## config.mk

```make
export PLATFORM = sky130hd
export DESIGN_NAME = cfs_ctrl
export DESIGN_NICKNAME = d
export VERILOG_FILES = /design/src/cfs_pkg.sv /design/src/cfs_ctrl.sv
export SDC_FILE = /design/constraint.sdc
export NUM_CORES = 1
export LEC_CHECK = 0
export ABC_AREA = 1
export BUFFER_PORTS_ARGS = -buffer_cell sky130_fd_sc_hd__buf_2
export CAP_MARGIN = 5
export CORE_MARGIN = 5
export CORE_UTILIZATION = 55
export CTS_CLUSTER_DIAMETER = 80
export DETAILED_ROUTE_END_ITERATION = 8
export PLACE_DENSITY = 0.91
export SLEW_MARGIN = 0
export SYNTH_ARGS = -nofsm -noshare
export SYNTH_HDL_FRONTEND = slang
export SYNTH_SLANG_ARGS = --single-unit
```

## constraint.sdc

```tcl
create_clock -name i_clk -period 5.43 [get_ports i_clk]
set_clock_uncertainty 0.05 [all_clocks]
set_input_delay 0.543 -clock i_clk [delete_from_list [all_inputs] [get_ports i_clk]]
set_output_delay 0.543 -clock i_clk [all_outputs]
set_load 0.005 [all_outputs]
```

## src/cfs_pkg.sv

```systemverilog
// ============================================================================
// cfs_pkg
// Shared types, widths and helpers of the Cholesky factor-and-solve block.
// ============================================================================
package cfs_pkg;

    localparam int ORD    = 16;                 // largest matrix order
    localparam int IDX_W  = 4;                  // row / column index width
    localparam int ADDR_W = 2 * IDX_W;          // matrix store address width
    localparam int SIZE_W = 5;                  // order register width
    localparam int DATA_W = 32;                 // Q16.16 word
    localparam int FRAC   = 16;                 // fraction bits
    localparam int ACC_W  = 52;                 // dot-product accumulator width
    localparam int DIV_W  = DATA_W + FRAC;      // dividend / radicand width
    localparam int SQ_STEPS = DIV_W / 2;        // two radicand bits per step
    localparam int CNT_W  = 6;                  // holds DIV_W

    typedef enum logic [1:0] {
        OP_LOAD_MAT = 2'd0,
        OP_FACTOR   = 2'd1,
        OP_LOAD_RHS = 2'd2,
        OP_SOLVE    = 2'd3
    } t_opcode;

    typedef enum logic [1:0] {
        ST_OK        = 2'd0,
        ST_NOT_PD    = 2'd1,
        ST_NO_FACTOR = 2'd2
    } t_status;

    typedef enum logic [3:0] {
        S_IDLE, S_ENTRY, S_MAC, S_W1, S_W2, S_CALC, S_RUN, S_EMIT_RD, S_EMIT, S_STATUS
    } t_state;

    typedef enum logic [1:0] {
        PH_FACT, PH_FWD, PH_BWD
    } t_phase;

    typedef enum logic [1:0] {
        BASE_MAT, BASE_RHS, BASE_WORK
    } t_base;

    typedef struct packed {
        logic              acc_clr;
        logic              mac_issue;
        logic              fa_rd;
        logic [ADDR_W-1:0] fa_addr;
        logic              fb_rd;
        logic [ADDR_W-1:0] fb_addr;
        logic              b_from_work;
        logic              w_rd;
        logic [IDX_W-1:0]  w_rd_addr;
        logic              m_rd;
        logic [ADDR_W-1:0] m_rd_addr;
        logic              r_rd;
        logic [IDX_W-1:0]  r_rd_addr;
        t_base             base_sel;
        logic              unit_start;
        logic              unit_sqrt;
        logic              den_from_root;
        logic              f_wr;
        logic [ADDR_W-1:0] f_wr_addr;
        logic              root_load;
        logic              w_wr;
        logic [IDX_W-1:0]  w_wr_addr;
        logic              ld_mat;
        logic              ld_rhs;
        logic              out_load;
        t_status           out_status;
        logic [IDX_W-1:0]  out_index;
        logic              out_last;
        logic              out_zero;
    } t_cmd;

    typedef struct packed {
        logic diff_nonpos;
        logic unit_busy;
        logic root_zero;
        logic out_free;
    } t_stat;

    // Clamp a widened value to the signed 32-bit range.
    function automatic logic signed [DATA_W-1:0] sat32(input logic signed [ACC_W:0] v);
        logic signed [ACC_W:0] hi;
        logic signed [ACC_W:0] lo;
        hi = (ACC_W+1)'(2147483647);
        lo = -hi - (ACC_W+1)'(1);
        if (v > hi) begin
            sat32 = hi[DATA_W-1:0];
        end else if (v < lo) begin
            sat32 = lo[DATA_W-1:0];
        end else begin
            sat32 = v[DATA_W-1:0];
        end
    endfunction

endpackage

```

## src/cfs_ctrl.sv

```systemverilog
// ============================================================================
// cfs_ctrl
// Sequencer for factor and solve loops, order register and factor flag.
// ============================================================================
module cfs_ctrl (
    input  logic                       i_clk,
    input  logic                       i_rst_n,
    input  logic                       i_valid,
    output logic                       o_ready,
    input  logic [1:0]                 i_opcode,
    input  logic                       i_cfg_we,
    input  logic [cfs_pkg::SIZE_W-1:0] i_cfg_data,
    output cfs_pkg::t_cmd              o_cmd,
    input  cfs_pkg::t_stat             i_stat
);

    localparam int IW = cfs_pkg::IDX_W;

    cfs_pkg::t_state  r_state, n_state;
    cfs_pkg::t_phase  r_phase, n_phase;
    cfs_pkg::t_status r_st_code, n_st_code;
    logic [IW-1:0]    r_i, n_i, r_j, n_j, r_k, n_k;
    logic [cfs_pkg::SIZE_W-1:0] r_size, n_size;
    logic             r_fvalid, n_fvalid;
    logic [IW-1:0]    w_nm1;
    logic             w_diag;

    always_comb begin
        if (r_size == '0) begin
            w_nm1 = '0;
        end else if (r_size > cfs_pkg::SIZE_W'(cfs_pkg::ORD)) begin
            w_nm1 = IW'(cfs_pkg::ORD - 1);
        end else begin
            w_nm1 = IW'(r_size - cfs_pkg::SIZE_W'(1));
        end
    end

    assign w_diag = (r_phase == cfs_pkg::PH_FACT) && (r_i == r_j);

    always_ff @(posedge i_clk) begin
        if (!i_rst_n) begin
            r_state   <= cfs_pkg::S_IDLE;
            r_phase   <= cfs_pkg::PH_FACT;
            r_st_code <= cfs_pkg::ST_OK;
            r_i       <= '0;
            r_j       <= '0;
            r_k       <= '0;
            r_size    <= cfs_pkg::SIZE_W'(cfs_pkg::ORD);
            r_fvalid  <= 1'b0;
        end else begin
            r_state   <= n_state;
            r_phase   <= n_phase;
            r_st_code <= n_st_code;
            r_i       <= n_i;
            r_j       <= n_j;
            r_k       <= n_k;
            r_size    <= n_size;
            r_fvalid  <= n_fvalid;
        end
    end

    always_comb begin
        n_state   = r_state;
        n_phase   = r_phase;
        n_st_code = r_st_code;
        n_i       = r_i;
        n_j       = r_j;
        n_k       = r_k;
        n_size    = r_size;
        n_fvalid  = r_fvalid;
        o_ready   = 1'b0;
        o_cmd     = '0;

        o_cmd.base_sel      = (r_phase == cfs_pkg::PH_FACT) ? cfs_pkg::BASE_MAT :
                              (r_phase == cfs_pkg::PH_FWD)  ? cfs_pkg::BASE_RHS :
                                                              cfs_pkg::BASE_WORK;
        o_cmd.den_from_root = (r_phase == cfs_pkg::PH_FACT);
        o_cmd.unit_sqrt     = w_diag;
        o_cmd.b_from_work   = (r_phase != cfs_pkg::PH_FACT);
        o_cmd.out_status    = cfs_pkg::ST_OK;

        unique case (r_state)
            cfs_pkg::S_IDLE: begin
                o_ready = 1'b1;
                if (i_valid) begin
                    unique case (cfs_pkg::t_opcode'(i_opcode))
                        cfs_pkg::OP_LOAD_MAT: o_cmd.ld_mat = 1'b1;
                        cfs_pkg::OP_LOAD_RHS: o_cmd.ld_rhs = 1'b1;
                        cfs_pkg::OP_FACTOR: begin
                            n_phase = cfs_pkg::PH_FACT;
                            n_i     = '0;
                            n_j     = '0;
                            n_state = cfs_pkg::S_ENTRY;
                        end
                        cfs_pkg::OP_SOLVE: begin
                            if (r_fvalid) begin
                                n_phase = cfs_pkg::PH_FWD;
                                n_i     = '0;
                                n_state = cfs_pkg::S_ENTRY;
                            end else begin
                                n_st_code = cfs_pkg::ST_NO_FACTOR;
                                n_state   = cfs_pkg::S_STATUS;
                            end
                        end
                    endcase
                end
            end
            cfs_pkg::S_ENTRY: begin
                // clear the sum and skip the dot product when it is empty
                o_cmd.acc_clr = 1'b1;
                if (r_phase == cfs_pkg::PH_BWD) begin
                    n_k     = r_i + IW'(1);
                    n_state = (r_i == w_nm1) ? cfs_pkg::S_W1 : cfs_pkg::S_MAC;
                end else begin
                    n_k     = '0;
                    n_state = (r_i == '0) ? cfs_pkg::S_W1 : cfs_pkg::S_MAC;
                end
            end
            cfs_pkg::S_MAC: begin
                o_cmd.mac_issue = 1'b1;
                o_cmd.fa_rd     = 1'b1;
                if (r_phase == cfs_pkg::PH_BWD) begin
                    o_cmd.fa_addr = {r_i, r_k};
                end else begin
                    o_cmd.fa_addr = {r_k, r_i};
                end
                if (r_phase == cfs_pkg::PH_FACT) begin
                    o_cmd.fb_rd   = 1'b1;
                    o_cmd.fb_addr = {r_k, r_j};
                end else begin
                    o_cmd.w_rd      = 1'b1;
                    o_cmd.w_rd_addr = r_k;
                end
                n_k = r_k + IW'(1);
                if ((r_phase == cfs_pkg::PH_BWD) ? (r_k == w_nm1) : (r_k == r_i - IW'(1))) begin
                    n_state = cfs_pkg::S_W1;
                end
            end
            cfs_pkg::S_W1: begin
                // fetch the base element and, when solving, the diagonal divisor
                unique case (r_phase)
                    cfs_pkg::PH_FACT: begin
                        o_cmd.m_rd      = 1'b1;
                        o_cmd.m_rd_addr = {r_i, r_j};
                    end
                    cfs_pkg::PH_FWD: begin
                        o_cmd.r_rd      = 1'b1;
                        o_cmd.r_rd_addr = r_i;
                        o_cmd.fa_rd     = 1'b1;
                        o_cmd.fa_addr   = {r_i, r_i};
                    end
                    default: begin
                        o_cmd.w_rd      = 1'b1;
                        o_cmd.w_rd_addr = r_i;
                        o_cmd.fa_rd     = 1'b1;
                        o_cmd.fa_addr   = {r_i, r_i};
                    end
                endcase
                n_state = cfs_pkg::S_W2;
            end
            cfs_pkg::S_W2: begin
                n_state = cfs_pkg::S_CALC;
            end
            cfs_pkg::S_CALC: begin
                if (w_diag && i_stat.diff_nonpos) begin
                    n_st_code = cfs_pkg::ST_NOT_PD;
                    n_fvalid  = 1'b0;
                    n_state   = cfs_pkg::S_STATUS;
                end else begin
                    o_cmd.unit_start = 1'b1;
                    n_state          = cfs_pkg::S_RUN;
                end
            end
            cfs_pkg::S_RUN: begin
                if (!i_stat.unit_busy) begin
                    n_state = cfs_pkg::S_ENTRY;
                    unique case (r_phase)
                        cfs_pkg::PH_FACT: begin
                            o_cmd.f_wr      = 1'b1;
                            o_cmd.f_wr_addr = {r_i, r_j};
                            o_cmd.root_load = w_diag;
                            if (w_diag && i_stat.root_zero) begin
                                n_st_code = cfs_pkg::ST_NOT_PD;
                                n_fvalid  = 1'b0;
                                n_state   = cfs_pkg::S_STATUS;
                            end else if (r_j != w_nm1) begin
                                n_j = r_j + IW'(1);
                            end else if (r_i != w_nm1) begin
                                n_i = r_i + IW'(1);
                                n_j = r_i + IW'(1);
                            end else begin
                                n_st_code = cfs_pkg::ST_OK;
                                n_fvalid  = 1'b1;
                                n_state   = cfs_pkg::S_STATUS;
                            end
                        end
                        cfs_pkg::PH_FWD: begin
                            o_cmd.w_wr      = 1'b1;
                            o_cmd.w_wr_addr = r_i;
                            if (r_i == w_nm1) begin
                                n_phase = cfs_pkg::PH_BWD;
                            end else begin
                                n_i = r_i + IW'(1);
                            end
                        end
                        default: begin
                            o_cmd.w_wr      = 1'b1;
                            o_cmd.w_wr_addr = r_i;
                            if (r_i == '0) begin
                                n_state = cfs_pkg::S_EMIT_RD;
                            end else begin
                                n_i = r_i - IW'(1);
                            end
                        end
                    endcase
                end
            end
            cfs_pkg::S_EMIT_RD: begin
                o_cmd.w_rd      = 1'b1;
                o_cmd.w_rd_addr = r_i;
                n_state         = cfs_pkg::S_EMIT;
            end
            cfs_pkg::S_EMIT: begin
                if (i_stat.out_free) begin
                    o_cmd.out_load  = 1'b1;
                    o_cmd.out_index = r_i;
                    o_cmd.out_last  = (r_i == w_nm1);
                    if (r_i == w_nm1) begin
                        n_state = cfs_pkg::S_IDLE;
                    end else begin
                        n_i     = r_i + IW'(1);
                        n_state = cfs_pkg::S_EMIT_RD;
                    end
                end
            end
            cfs_pkg::S_STATUS: begin
                if (i_stat.out_free) begin
                    o_cmd.out_load   = 1'b1;
                    o_cmd.out_index  = '0;
                    o_cmd.out_last   = 1'b1;
                    o_cmd.out_zero   = 1'b1;
                    o_cmd.out_status = r_st_code;
                    n_state          = cfs_pkg::S_IDLE;
                end
            end
            default: n_state = cfs_pkg::S_IDLE;
        endcase

        // a new order invalidates the factor
        if (i_cfg_we) begin
            n_size   = i_cfg_data;
            n_fvalid = 1'b0;
        end
    end

endmodule

```

# Word level (Yosys, flattened, before mapping)
# Index checks and enable logic that the tools add are counted.
dict set report classes {
  mux 99
  n_addsub 5
  n_reduce_logical 22
  magnitude_cmp 1
  n_eq_ne 42
  n_bitwise 1
}
# operator count
set op_table {}
lappend op_table {{2-to-1 mux 4 bit} 28}
lappend op_table {{one-hot mux 4 bit (2 select lines)} 6}
lappend op_table {{2-to-1 mux 9 bit} 5}
lappend op_table {{one-hot mux 4 bit (10 select lines)} 1}
lappend op_table {{2-to-1 mux 2 bit} 19}
lappend op_table {{2-to-1 mux 15 bit} 2}
lappend op_table {{2-to-1 mux 5 bit} 5}
lappend op_table {{!= test 2 bit (second input constant)} 11}
lappend op_table {{!= test 3 bit (second input constant)} 7}
lappend op_table {{2-to-1 mux 1 bit} 19}
lappend op_table {{one-hot mux 9 bit (2 select lines)} 1}
lappend op_table {{equality test 4 x 3 -> 1 bit (second input constant)} 4}
lappend op_table {{equality test 4 bit} 4}
lappend op_table {{one-hot mux 5 bit (3 select lines)} 1}
lappend op_table {{2-to-1 mux 14 bit} 1}
lappend op_table {{AND reduction 7 bit} 2}
lappend op_table {{adder 4 x 1 -> 4 bit (second input constant)} 3}
lappend op_table {{one-hot mux 4 bit (3 select lines)} 1}
lappend op_table {{AND reduction 6 bit} 2}
lappend op_table {{2-to-1 mux 10 bit} 1}
lappend op_table {{one-hot mux 5 bit (2 select lines)} 1}
lappend op_table {{AND reduction 10 bit} 1}
lappend op_table {{AND reduction 9 bit} 1}
lappend op_table {{equality test 4 x 2 -> 1 bit (second input constant)} 2}
lappend op_table {{23 further kinds} 42}
dict set report totals {
  elab_cells 178
  ff_bits 26
}

# Logic depth before layout (Yosys ltp)
dict set report logic_depth {
  ltp_word 10
  depth_mapped 16
  depth_no_buf 16
}

# Worst setup path before layout
# Ideal clock, no wire load.
dict set report synth_path {
  path_kind {register to output}
  startpoint {reg r_size[0] (netlist bit)}
  endpoint {out o_cmd[1] (netlist bit)}
  stages_incl_launch_ff 12
  setup_slack_ns 3.348
  n_path_buf 2
  arrival_time_ns 1.489
  cell_sequence {dfxtp_1 > inv_1 > ha_1 > nand3_4 > buf_6 > nand3_1 > nand2_1 > nand2_1 > a21oi_1 > nand2_1 > buf_6 > o22ai_1}
}
# element line_no
set synth_rtl {}
lappend synth_rtl {{start, declared} cfs_ctrl.sv:23} ;# logic [cfs_pkg::SIZE_W-1:0] r_size, n_size;
lappend synth_rtl {{start signal, assigned} cfs_ctrl.sv:48} ;# r_size <= cfs_pkg::SIZE_W'(cfs_pkg::ORD);
lappend synth_rtl {{start signal, assigned} cfs_ctrl.sv:57} ;# r_size <= n_size;
lappend synth_rtl {{end, declared} cfs_ctrl.sv:13} ;# output cfs_pkg::t_cmd o_cmd,

==> results_dict.tcl <==
set metrics [dict create \
    cts_sinks 26 \
    finalHoldViolations 0 \
    grt.total_usage 0.2856 \
    drt_wl_total_um 9486 \
    clock-root-buffer "clkbuf_8" \
    max_freq_mhz 327.7 \
    die_h_um 82.51 \
    core_mm2 0.005107 \
    status "complete, no violations" \
    htreeDepth 1 \
    synth-simple-area-share 0.4600 \
    cp-start-kind "register" \
    areaGrowthSynthToFinish_pct 15.36 \
    synthMuxAreaShare 0 \
    cts_max_path_buffers 2 \
    synthAdderAreaFrac 0.03029 \
    postCtsSetupBuffers 0 \
    hp-start "i_cfg_we" \
    synth-compound-area-share 0.1631 \
    ctsHoldBuffers 0 \
    setup.worst_path.start "r_state[3]" \
    cap_violations 0 \
    dp_hpwl_um 7312 \
    powerDensity_mw_per_mm2 407.9 \
    antenna_found_initial 0 \
    vdd_drop_max_mv 0.2275 \
    cts_buffers 3 \
    netlist_area_mm2 0.002892 \
    synth_xor_area_frac 0.03635 \
    regArea_um2 520.5 \
    yosys_warnings 0 \
    initialDrtViolationCount 291 \
    utilization 0.6531 \
    netlist_instances 506 \
    tightest_slew_ns 0.9992 \
    period_needed_ns 3.052 \
    final_antenna_net_count 0 \
    cp.required_ns 4.84 \
    fin_nets 599 \
    ioPinCount 87 \
    finalMaxSlewViolations 0 \
    worstSkewPairLatency_ns 0.28 \
    diodes 0 \
    cts_tree "done" \
    die_x_um 82.51 \
    syn_avg_cell_area_um2 5.714 \
    crit_path_end_kind "primary output" \
    critPathMaxFanout 14 \
    rr_worst_depth 11 \
    row_count 26 \
    hp-class "input pin to register" \
    port_buffers 86 \
    synth.distinct_cells 32 \
    path_clk_slew_ns 0.10 \
    synthFlopType "dfxtp_1" \
    cts.repair.resized 0 \
    drcViolationCount 0 \
    synth_top_family_by_area "simple AND/OR/NAND/NOR gates" \
    ys_seq_elements 26 \
    routabilityCongestion 1.010 \
    n_fill_cell 483 \
    timing.hold.ws_ns 0.4210 \
    vias 3619 \
    r2r-end "r_i[2]" \
    rr_startpoint "r_state[1]" \
    period_share 0.5621 \
    syn_nets 528 \
    synthArstFlopShare 0 \
    crit_end "o_cmd[52]" \
    dieArea_mm2 0.006807 \
    criticalPathCategory "register to primary output" \
    grt_setup_unrepaired "false" \
    slew_headroom 0.3303 \
    initial_utilization 0.5661 \
    grt_max_degree 20 \
    setup_viol 0 \
    final_common_cell "nand2_1" \
    via_per_inst 5.602 \
    grt-ovfl-total 0 \
    multi_input_area_mm2 0.001994 \
    cp_data_arrival_time_ns 2.46 \
    p_leak_uw 0.001760 \
    ys_seq_area_frac 0.1800 \
    first_pass_iters 6 \
    setup_tns_ns 0 \
    final_cell_mix "102 x nand2_1, 99 x nor2_1, 86 x buf_2" \
    grt_pass1_wl_um 15500 \
    rrSetupSlack_ns 2.92 \
    grt_pass1_vias 3360 \
    drive_above_1_share 0.2413 \
    routedWlPerCell_um 14.68 \
    synth-edff-count 0 \
]
[cell usage after synthesis (9+ instances only)]
cell type,instances,share of area
buf_2,10,0.017
dfxtp_1,26,0.18
o21ai_0,33,0.057
inv_1,58,0.075
nand2_2,16,0.035
nor3_1,12,0.021
xor2_1,9,0.027
nand2_1,102,0.13
a21oi_1,25,0.043
nand3_1,41,0.071
nor2_1,99,0.13
[per-stage QoR]
step | setup slack [ns] | instance area [µm²] | power, µW | instances
after floorplan | 3.348 | 2892 | 1017 | 506
after global placement | 2.823 | 3281 | 1187 | 642
after detailed placement | 2.792 | 3281 | 1202 | 642
after CTS | 2.469 | 3336 | 1336 | 646
after global routing | 2.120 | 3336 | 1483 | 646
final | 2.378 | 3336 | 1361 | 646
[cell families (layout without fill, tap and decap cells)]
group / count (synthesis) / after routing
compound gates: 84 / 84
fa+ha+maj: 7 / 7
xor+xnor: 12 / 12
simple gates: 291 / 291
flops: 26 / 26
buf+inv: 86 / 156
[worst max-delay path, stage by stage (launching register included)]
cell and delay (ns):
dfxtp_1 0.35, nor2_1 0.17, inv_1 0.08, nor2_1 0.10, inv_1 0.06, nor2_1 0.58
inv_1 0.27, nor2_1 0.18, inv_1 0.17, nor2_1 0.12, buf_2 0.12
[registers in the layout, indices dropped and copies added (netlist names)]
name	cells
r_size	5
r_k	4
r_j	4
r_phase	2
r_fvalid	1
r_state	4
r_st_code	2
r_i	4
[cell type report]
class | instances | share of cell area
Clock buffer | 4 | 0.01650
Inverter | 66 | 0.07427
Multi-Input combinational cell | 394 | 0.5979
Sequential cell | 26 | 0.1560
Tap cell | 70 | 0.02626
Timing Repair Buffer | 86 | 0.1290
[worst min path at each step]
stage | end | slack [ns] | cells after the start
2_1_floorplan | r_st_code[0] | 0.40 | 2
3_3_place_gp | r_fvalid | 0.42 | 2
3_5_place_dp | r_st_code[0] | 0.43 | 2
4_1_cts | r_size[4] | 0.43 | 2
5_1_grt | r_size[4] | 0.43 | 2
6_report | r_size[4] | 0.42 | 2
[where the power goes]
part / internal, µW / switching (µW)
sequential: 241 / 98.2
clock: 65.0 / 68.4
combinational: 287 / 601
total: 593 / 768
[routing by layer]
metal | part of all wire | GRT usage | wire length (µm)
met5 | 0 | 0 | 0
met4 | 0.023 | 0.09804 | 221
met3 | 0.096 | 0.04555 | 907
met2 | 0.45 | 0.4712 | 4246
met1 | 0.43 | 0.3767 | 4110
No activity file was read; power rests on OpenSTA's default activity.
